===== config.mk =====
export PLATFORM = sky130hd
export DESIGN_NAME = key_hash_slot_with_hashtag
export DESIGN_NICKNAME = d
export VERILOG_FILES = /design/src/design/khs_pkg.sv /design/src/design/key_hash_slot_with_hashtag.sv
export SDC_FILE = /design/constraint.sdc
export NUM_CORES = 1
export LEC_CHECK = 0
export ABC_CLOCK_PERIOD_IN_PS = 3200
export BUFFER_PORTS_ARGS = -buffer_cell sky130_fd_sc_hd__buf_2
export CAP_MARGIN = 20
export CORE_ASPECT_RATIO = 0.9
export CORE_MARGIN = 5
export CORE_UTILIZATION = 55
export DETAILED_ROUTE_END_ITERATION = 6
export GPL_TIMING_DRIVEN = 0
export PLACE_DENSITY = 0.72
export SYNTH_ARGS = -nofsm -noshare
export SYNTH_HDL_FRONTEND = slang
export SYNTH_SLANG_ARGS = --single-unit

===== constraint.sdc =====
create_clock -name clk -period 3.2 [get_ports clk]
set_clock_uncertainty 0.1 [all_clocks]
set_input_delay 0.16 -clock clk [delete_from_list [all_inputs] [get_ports clk]]
set_output_delay 0.16 -clock clk [all_outputs]
set_load 0.01 [all_outputs]

===== src/design/khs_pkg.sv =====
`timescale 1ns / 1ps
`default_nettype none
// ----------------------------------------------------------------------------
// khs_pkg: shared types and constants for the key hash slot block
// CRC-16/XMODEM byte update, brace codes, tag phase encoding and widths.
// ----------------------------------------------------------------------------
package khs_pkg;

	localparam int unsigned  CRC_W         = 16;
	localparam int unsigned  SLOT_W        = 14;
	localparam int unsigned  SLOT_BITS_DEF = 14;
	localparam logic [15:0]  CRC_POLY      = 16'h1021;
	localparam logic [7:0]   OPEN_BRACE    = 8'h7B;
	localparam logic [7:0]   CLOSE_BRACE   = 8'h7D;

	typedef enum logic [1:0] {
		TAG_SEARCH = 2'd0,
		TAG_INSIDE = 2'd1,
		TAG_CLOSED = 2'd2
	} tag_phase_t;

	// One byte of CRC-16/XMODEM, MSB first, no reflection.
	function automatic logic [15:0] crc16_byte(input logic [15:0] crc, input logic [7:0] b);
		logic [15:0] c;
		c = crc ^ {b, 8'h00};
		for (int i = 0; i < 8; i++) begin
			if (c[15]) begin
				c = {c[14:0], 1'b0} ^ CRC_POLY;
			end else begin
				c = {c[14:0], 1'b0};
			end
		end
		return c;
	endfunction

endpackage
`default_nettype wire


===== src/design/key_hash_slot_with_hashtag.sv =====
`timescale 1ns / 1ps
`default_nettype none
// ----------------------------------------------------------------------------
// key_hash_slot_with_hashtag: cluster hash slot of each key, with hash tags
// Runs CRC-16/XMODEM over each key and over its {tag}, emits the slot at the
// end of every key and flags requests whose keys span more than one slot.
// ----------------------------------------------------------------------------
//  channel | signals                 | item
//  --------+-------------------------+--------------------------------------
//  s_      | tvalid tready tdata     | key_byte in tdata[7:0]
//          | tlast tuser             | tlast = key_end, tuser = request_end
//  m_      | tvalid tready tdata     | slot in tdata[13:0]
//          | tlast tuser             | tlast = last_key, tuser = cross_slot
//
// One byte is taken every cycle unless a stalled result holds a key-ending byte.
// The byte that ends a key passes the input register, then the result register,
// with the byte-wide CRC update between those registers.
// arst_n clears all key and request state. A stalled result holds the input
// register only when that byte ends a key; other bytes keep flowing.
// ----------------------------------------------------------------------------
module key_hash_slot_with_hashtag
	import khs_pkg::*;
#(
	parameter int unsigned SLOT_BITS = SLOT_BITS_DEF
) (
	input  wire logic        clk,
	input  wire logic        arst_n,
	input  wire logic        s_tvalid,
	output logic             s_tready,
	input  wire logic [7:0]  s_tdata,   // [7:0] key_byte
	input  wire logic        s_tlast,
	input  wire logic        s_tuser,   // [0] request_end
	output logic             m_tvalid,
	input  wire logic        m_tready,
	output logic [15:0]      m_tdata,   // [13:0] slot, [15:14] zero
	output logic             m_tlast,
	output logic             m_tuser    // [0] cross_slot
);

	// input register
	logic       valid_s1;
	logic [7:0] byte_s1;
	logic       key_end_s1;
	logic       req_end_s1;

	// key and request state
	logic [CRC_W-1:0]     whole_crc_q;
	logic [CRC_W-1:0]     tag_crc_q;
	tag_phase_t           tag_phase_q;
	logic                 tag_nonempty_q;
	logic [SLOT_BITS-1:0] first_slot_q;
	logic                 have_first_q;
	logic                 mismatch_q;

	// result register
	logic              out_valid_q;
	logic [SLOT_W-1:0] out_slot_q;
	logic              out_cross_q;
	logic              out_last_q;

	logic                 fire;
	logic [CRC_W-1:0]     whole_crc_n;
	logic [CRC_W-1:0]     tag_crc_upd;
	logic [CRC_W-1:0]     tag_crc_n;
	tag_phase_t           tag_phase_n;
	logic                 tag_nonempty_n;
	logic                 tag_done;
	logic [CRC_W-1:0]     slot_src;
	logic [SLOT_BITS-1:0] slot_full;
	logic [15:0]          slot_ext;
	logic                 mismatch_n;

	// a byte that ends a key needs a free result register
	assign fire     = valid_s1 && (!key_end_s1 || !out_valid_q || m_tready);
	assign s_tready = !valid_s1 || fire;

	always_ff @(posedge clk or negedge arst_n) begin
		if (!arst_n) begin
			valid_s1 <= 1'b0;
		end else if (s_tready) begin
			valid_s1 <= s_tvalid;
		end
	end

	always_ff @(posedge clk) begin
		if (s_tready && s_tvalid) begin
			byte_s1    <= s_tdata;
			key_end_s1 <= s_tlast;
			req_end_s1 <= s_tuser;
		end
	end

	assign whole_crc_n = crc16_byte(whole_crc_q, byte_s1);
	assign tag_crc_upd = crc16_byte(tag_crc_q, byte_s1);

	// tag phase: next state
	always_comb begin
		tag_phase_n = tag_phase_q;
		unique case (tag_phase_q)
			TAG_SEARCH: begin
				if (byte_s1 == OPEN_BRACE) tag_phase_n = TAG_INSIDE;
			end
			TAG_INSIDE: begin
				if (byte_s1 == CLOSE_BRACE) tag_phase_n = TAG_CLOSED;
			end
			default: tag_phase_n = tag_phase_q;
		endcase
	end

	// tag CRC and fill flag
	always_comb begin
		tag_crc_n      = tag_crc_q;
		tag_nonempty_n = tag_nonempty_q;
		unique case (tag_phase_q)
			TAG_SEARCH: begin
				if (byte_s1 == OPEN_BRACE) begin
					tag_crc_n      = '0;
					tag_nonempty_n = 1'b0;
				end
			end
			TAG_INSIDE: begin
				if (byte_s1 != CLOSE_BRACE) begin
					tag_crc_n      = tag_crc_upd;
					tag_nonempty_n = 1'b1;
				end
			end
			default: begin
				tag_crc_n      = tag_crc_q;
				tag_nonempty_n = tag_nonempty_q;
			end
		endcase
	end

	// the unused phase code counts as closed
	assign tag_done   = (tag_phase_n != TAG_SEARCH) && (tag_phase_n != TAG_INSIDE);
	assign slot_src   = (tag_done && tag_nonempty_n) ? tag_crc_n : whole_crc_n;
	assign slot_full  = slot_src[SLOT_BITS-1:0];
	assign slot_ext   = 16'(slot_full);
	assign mismatch_n = mismatch_q || (have_first_q && (slot_full != first_slot_q));

	always_ff @(posedge clk or negedge arst_n) begin
		if (!arst_n) begin
			whole_crc_q    <= '0;
			tag_crc_q      <= '0;
			tag_phase_q    <= TAG_SEARCH;
			tag_nonempty_q <= 1'b0;
			first_slot_q   <= '0;
			have_first_q   <= 1'b0;
			mismatch_q     <= 1'b0;
		end else if (fire) begin
			if (key_end_s1) begin
				// drop key state for the next key
				whole_crc_q    <= '0;
				tag_crc_q      <= '0;
				tag_phase_q    <= TAG_SEARCH;
				tag_nonempty_q <= 1'b0;
				if (req_end_s1) begin
					first_slot_q <= '0;
					have_first_q <= 1'b0;
					mismatch_q   <= 1'b0;
				end else begin
					if (!have_first_q) first_slot_q <= slot_full;
					have_first_q <= 1'b1;
					mismatch_q   <= mismatch_n;
				end
			end else begin
				whole_crc_q    <= whole_crc_n;
				tag_crc_q      <= tag_crc_n;
				tag_phase_q    <= tag_phase_n;
				tag_nonempty_q <= tag_nonempty_n;
			end
		end
	end

	always_ff @(posedge clk or negedge arst_n) begin
		if (!arst_n) begin
			out_valid_q <= 1'b0;
		end else if (fire && key_end_s1) begin
			out_valid_q <= 1'b1;
		end else if (m_tready) begin
			out_valid_q <= 1'b0;
		end
	end

	always_ff @(posedge clk) begin
		if (fire && key_end_s1) begin
			out_slot_q  <= slot_ext[SLOT_W-1:0];
			out_cross_q <= mismatch_n;
			out_last_q  <= req_end_s1;
		end
	end

	assign m_tvalid = out_valid_q;
	assign m_tdata  = 16'(out_slot_q);
	assign m_tlast  = out_last_q;
	assign m_tuser  = out_cross_q;

`ifndef SYNTH
	a_result_follows_key_end: assert property (@(posedge clk) disable iff (!arst_n)
		(fire && key_end_s1) |=> m_tvalid)
		else $error("no result after a key end");

	a_key_state_cleared: assert property (@(posedge clk) disable iff (!arst_n)
		(fire && key_end_s1) |=> (whole_crc_q == '0 && tag_phase_q == TAG_SEARCH))
		else $error("key state not cleared at key end");

	a_mismatch_needs_first: assert property (@(posedge clk) disable iff (!arst_n)
		!have_first_q |-> !mismatch_q)
		else $error("cross slot flag set without a first slot");

	a_request_end_clears: assert property (@(posedge clk) disable iff (!arst_n)
		(fire && key_end_s1 && req_end_s1) |=> (!have_first_q && !mismatch_q))
		else $error("request state not cleared at request end");
`endif

endmodule
`default_nettype wire

-- After elaboration in Yosys (flattened, before gate mapping)
Index checks and enable logic that the tools add are counted.
- reduce and logical (&&, ||, !) cells: 18
- bitwise operators: 18
- equal/unequal tests: 7
- mux-type cells: 36
- operators with widths (cell ; count):
    13-bit 2-to-1 mux ; 16
    16-bit 2-to-1 mux ; 4
    3-bit NOT ; 16
    14-bit 2-to-1 mux ; 3
    16-bit case mux with 2 select lines ; 1
    16-bit bitwise XOR ; 2
    8-bit by 7-bit equality test with 1-bit output (second input constant) ; 2
    14-bit != test ; 1
    8-bit by 7-bit != test with 1-bit output (second input constant) ; 1
    1-bit 2-to-1 mux ; 7
    1-bit logical AND ; 6
    2-bit 2-to-1 mux ; 3
    1-bit logical OR ; 4
    2-bit case mux with 2 select lines ; 1
    2-bit nonzero test ; 2
    1-bit zero test ; 3
    3-bit AND reduction ; 1
    2-bit by 1-bit equality test with 1-bit output (second input constant) ; 1
    2-bit zero test ; 1
    2-bit by 1-bit != test with 1-bit output (second input constant) ; 1
    2-bit != test (second input constant) ; 1
    1-bit case mux with 2 select lines ; 1
    2-bit AND reduction ; 1
- input bits: 14
- word-level logic and storage cells: 94
- output and inout bits: 20
- register bits: 79

-- Logic depth before layout (Yosys ltp)
- depth after elaboration: 24
- gate-level depth with buffers: 9
- depth with buffers taken out: 7

-- Worst setup path after synthesis
No wires, ideal clock.
- path type: register to register
- from: register byte_s1[7]
- to: register out_cross_q (netlist: m_tuser), data pin
- path buffers: 1
- arrival time: 2.111 ns
- library setup time: 0.267 ns
- cell stages (with the launch flop): 9
- slack: 0.721 ns
- period minus slack after synthesis: 2.479 ns
- required time: 2.833 ns
- cells stage by stage: edfxtp_1 nand4b_2 buf_6 or4_4 a211oi_4 xnor2_1 nand3_1 nor4_2 a31oi_1
- elaborated cells between the ends (all ways): 42
- those cells by class: eq/ne (5); mux (26); bitwise (6); reduce/logical (5)
- RTL lines (what ; line ; RTL):
    start, declared ; key_hash_slot_with_hashtag.sv:42 ; logic [7:0] byte_s1;
    start signal, assigned ; key_hash_slot_with_hashtag.sv:87 ; byte_s1 <= s_tdata;
    8-bit by 7-bit equality test with 1-bit output (on tied branches) ; key_hash_slot_with_hashtag.sv:104, key_hash_slot_with_hashtag.sv:101, key_hash_slot_with_hashtag.sv:116 ;
    2-bit 2-to-1 mux (on tied branches) ; key_hash_slot_with_hashtag.sv:104, key_hash_slot_with_hashtag.sv:101 ;
    2-bit case mux with 2 select lines ; key_hash_slot_with_hashtag.sv:99 ; unique case (tag_phase_q)
    2-bit by 1-bit != test with 1-bit output / 2-bit nonzero test (equally long branches) ; key_hash_slot_with_hashtag.sv:135 ; assign tag_done = (tag_phase_n != TAG_SEARCH) && (tag_phase_n != TAG_INSIDE);
    1-bit logical AND ; key_hash_slot_with_hashtag.sv:135 ;
    1-bit logical AND ; key_hash_slot_with_hashtag.sv:136 ; assign slot_src = (tag_done && tag_nonempty_n) ? tag_crc_n : whole_crc_n;
    14-bit 2-to-1 mux (*) ; key_hash_slot_with_hashtag.sv:136 ;
    net slot_src[4] ; key_hash_slot_with_hashtag.sv:68 ; logic [CRC_W-1:0] slot_src;
    14-bit != test (*) ; key_hash_slot_with_hashtag.sv:139 ; assign mismatch_n = mismatch_q || (have_first_q && (slot_full != first_slot_q));
    1-bit logical AND (*) ; key_hash_slot_with_hashtag.sv:139 ;
    1-bit logical OR (*) ; key_hash_slot_with_hashtag.sv:139 ;
    net mismatch_n ; key_hash_slot_with_hashtag.sv:71 ; logic mismatch_n;
    end signal, assigned ; key_hash_slot_with_hashtag.sv:188 ; out_cross_q <= mismatch_n;
    end, declared ; key_hash_slot_with_hashtag.sv:58 ; logic out_cross_q;
Mark *: on every way through the listed nets, which the timed path passes. The rest lies on a longest branch.
A chain may end at the register's enable or synchronous reset.

-- Worst setup path after layout
- from: input port m_tready
- to: register first_slot_q[10]
- longest elaborated chain between the ends: 3
- ends and longest elaborated chain (what ; line ; RTL):
    start, declared ; key_hash_slot_with_hashtag.sv:34 ; input wire logic m_tready,
    1-bit logical OR ; key_hash_slot_with_hashtag.sv:74 ; assign fire = valid_s1 && (!key_end_s1 || !out_valid_q || m_tready);
    1-bit logical AND ; key_hash_slot_with_hashtag.sv:74 ;
    3-bit AND reduction (no source line) ; n/a ;
    end signal, assigned ; key_hash_slot_with_hashtag.sv:162 ; if (!have_first_q) first_slot_q <= slot_full;
    end, declared ; key_hash_slot_with_hashtag.sv:51 ; logic [SLOT_BITS-1:0] first_slot_q;
No other way between the ends.

==> results.toml <==
[pwr]
peakVddDrop_mv = 0.7730
switchingPower_mw = 1.416
switching_share_pct = 36.54
p_seq_share_pct = 39.2
clkPwrFrac_pct = 20.7
power_mw = 3.876
p_leak_nw = 1.980
p_int_mw = 2.459
power_per_cell_area_mw_per_mm2 = 828.0
share_comb_of_total_power_pct = 40.0

[floorplan]
rows = 29
pin_count = 34
fp.dieArea_sq_mm = 0.009150
die_y_um = 91.25
die_w_um = 100.3
coreArea_sq_mm = 0.007112
start_util_pct = 56.72

[global_routing]
grt.overflow.total = 0
grt_pass1_wl_mm = 15.21
antenna_found_initial = 0
grt_pass1_vias = 2894
grt_max_degree = 34
grtUsageTotal_pct = 21.67

[route]
drcViolationCount = 0
vias = 2926
dr.first_iter.drc_count = 195
antenna_left = 0
drt_pass1_iterations = 5
viasPerCell = 5.771
wl_per_cell_um = 18.36
wl_mm = 9.306

[worst_setup_path]
cp_cell_sequence = "dlygate4sd3_1, buf_2, nand3b_1, and2_1, nand2_1, inv_1, o21ai_0, clkbuf_1, a22o_1"
crit_path_max_incr_delay_ns = 0.59
worst-path-buf-inv = 4
arrival_ns = 3.12
r2r_cells = 7
critPathLaunchType = "primary input"
worstSetupPathType = "primary input to flip-flop"
crit_start = "m_tready"
required_ns = 3.34
worstPathMaxFanout = 18
cp_num_cells = 9
cp_top_family = "buffers and inverters"
r2r_start = "key_end_s1"
end_kind = "flip-flop"
cpMaxStageDelayCell = "inv_1"

[layout]
diodes = 0
stdcell_area_sq_mm = 0.004681
ff_latch_area_sq_mm = 0.002107
syn_to_final_growth_pct = 16.04
fin_util_pct = 65.82
fillCellCount = 589
fin_cells = 507
multi_input_area_sq_mm = 0.001823
layout.nets = 423
drive_above_1_share_pct = 16.43

[placement]
port_buffers = 31
dp_hpwl_mm = 6.818
pre_cts_slack_ns = 0.1469
place.gp.congestion = 0.8969
placedInstanceArea_sq_mm = 0.004329
dp_cells = 478

[synth]
synth_edf_count = 26
synth_top_family_by_area = "XOR/XNOR gates"
synthCells = 352
synth_xor_area_share_pct = 17.12
synth-seq-cells = 79
synth_ff_type = "dfrtp_1"
synth.avg_cell_area_sq_um = 11.46
syn-cell-area_sq_mm = 0.004034
synth_compound_area_share_pct = 16.04
yosys.area_share.simple_pct = 9.864
yosysSeqAreaShare_pct = 52.23
async_flop_share_pct = 67.09
synth_fa_ha_area_share_pct = 0
synth_cell_types = 49
synthMuxAreaShare_pct = 1.768
yosysWarnings = 0

[clock_network]
root_buffer = "clkbuf_8"
cts_max_path_buffers = 2
tritoncts = "done"
htree_levels = 3
post_cts_buffers = 0
path_clk_slew_ns = 0.08
clk_latency_ns = 0.36
cts_sinks = 79
cts_made_buffers = 9

[sta]
setup_viol = 0
fmax_ghz = 0.3355
layout_min_cycle_time_ns = 2.981
worstMarginPinSlew_ns = 0.7138
whs_ns = 0.2073
finalSetupTns_ns = 0
grt_setup_unrepaired = "no"
final-max-slew-violation-count = 0
finalWorstSetupSlack_ns = 0.2191
relSlewSlack_pct = 52.34
finalCritPeriodShare_pct = 93.15
hold_violations = 0

[outcome]
status = "finished clean"

[job]
cap_violations = 0

[min_path]
hold_class = "primary input to async pin"
==> sequential cells by signal (all words and copies together), names as in the netlist <==
signal,count
m_tlast,1
key_end_s1,1
have_first_q,1
m_tuser,1
valid_s1,1
tag_crc_q,16
first_slot_q,14
tag_nonempty_q,1
whole_crc_q,16
m_tvalid,1
out_slot_q,14
req_end_s1,1
tag_phase_q,2
byte_s1,8
mismatch_q,1
==> power groups by stage <==
| stage | combinational (mW) | sequential [mW] | clock, mW |
|---|---|---|---|
| 6_report | 1.55 | 1.52 | 0.804 |
| 5_1_grt | 1.72 | 1.55 | 0.866 |
| 4_1_cts | 1.55 | 1.52 | 0.823 |
| 3_5_place_dp | 1.53 | 1.53 | 0 |
| 3_3_place_gp | 1.50 | 1.53 | 0 |
| 2_1_floorplan | 1.11 | 1.53 | 0 |
==> Yosys cell counts, types with 4 or more instances <==
library cell / instances / share of area, %
a22o_1: 16 / 3.5
edfxtp_1: 26 / 19
dfrtp_1: 53 / 33
xnor2_1: 36 / 7.8
xnor3_1: 4 / 2.2
inv_1: 9 / 0.84
o21ai_0: 36 / 4.5
xor2_1: 27 / 5.9
nor3_1: 4 / 0.50
nand2_1: 44 / 4.1
clkbuf_1: 8 / 0.74
nor2_1: 11 / 1.0
a21oi_1: 11 / 1.4
mux2i_1: 6 / 1.5
==> final cells by class <==
class | instances | share of cell area (%)
plain buffers | 15 | 1.764
clock buffers | 11 | 2.807
clock inverters | 5 | 1.738
inverters | 9 | 0.7217
multi-input cells | 250 | 38.95
flip-flops and latches | 79 | 45.01
well taps | 93 | 2.486
repair buffers | 45 | 6.522
==> layer usage <==
metal | track usage (%) | vias up | wire length, um
met5 | 0 | - | 0
met4 | 5.724 | 0 | 181
met3 | 5.364 | 20 | 684
met2 | 33.00 | 113 | 4262
met1 | 31.15 | 1427 | 4178
li1 | - | 1366 | -
==> cell usage in the layout (no fill, tap or decap), types with 2 or more instances in the layout <==
| cell type | netlist | final |
|---|---|---|
| xnor2_2 | 3 | 3 |
| a22o_1 | 16 | 16 |
| xnor3_1 | 4 | 4 |
| a32o_1 | 3 | 3 |
| nand2b_1 | 3 | 3 |
| o21ai_0 | 36 | 36 |
| nor2_1 | 11 | 11 |
| o211ai_1 | 2 | 2 |
| buf_4 | 2 | 2 |
| xor2_1 | 27 | 27 |
| mux2i_1 | 6 | 6 |
| nor4_1 | 3 | 3 |
| and2_1 | 2 | 2 |
| a21oi_1 | 11 | 11 |
| a31oi_1 | 3 | 3 |
| conb_1 | 1 | 2 |
| xnor2_1 | 36 | 36 |
| nand3_1 | 3 | 3 |
| o41ai_1 | 2 | 2 |
| edfxtp_1 | 26 | 26 |
| clkbuf_8 | 0 | 9 |
| o31ai_1 | 3 | 3 |
| clkbuf_1 | 8 | 10 |
| dlygate4sd3_1 | 0 | 13 |
| nand2_1 | 44 | 44 |
| nand3b_1 | 3 | 3 |
| bufinv_16 | 0 | 2 |
| buf_6 | 2 | 2 |
| dfrtp_1 | 53 | 53 |
| o22ai_1 | 2 | 2 |
| nor4_2 | 2 | 2 |
| inv_1 | 9 | 9 |
| buf_2 | 3 | 34 |
| nor3_1 | 4 | 4 |
==> logic make-up (layout without fill, tap and decap cells) <==
family | Yosys count | in the layout
other cells | 1 | 2
flops | 79 | 79
buf+inv | 24 | 85
compound gates | 90 | 90
xor+xnor | 70 | 70
simple gates | 81 | 81
mux | 7 | 7
==> worst reg2reg max path, delay by kind of cell, from the launching register on <==
family,cells,cell delay (ns)
flip-flops,1,0.42
AND/OR/NAND/NOR,3,0.63
buffers and inverters,2,0.95
AO/OA/AOI/OAI,2,0.76
==> worst paths after layout <==
check,end,slack (ns)
min in group clk,whole_crc_q[4],0.41
max,first_slot_q[10],0.22
max reg2reg,first_slot_q[10],0.22
min,first_slot_q[7],0.21
max in group asynchronous,first_slot_q[3],2.24
min reg2reg,whole_crc_q[4],0.41
==> what timing repair did <==
action,4_1_cts,5_1_grt
hold buffers,13,0
gates resized for setup,0,1
endpoints found under the hold margin,32,0
setup endpoints to repair,0,1
No activity file was read; power rests on OpenSTA's default activity.
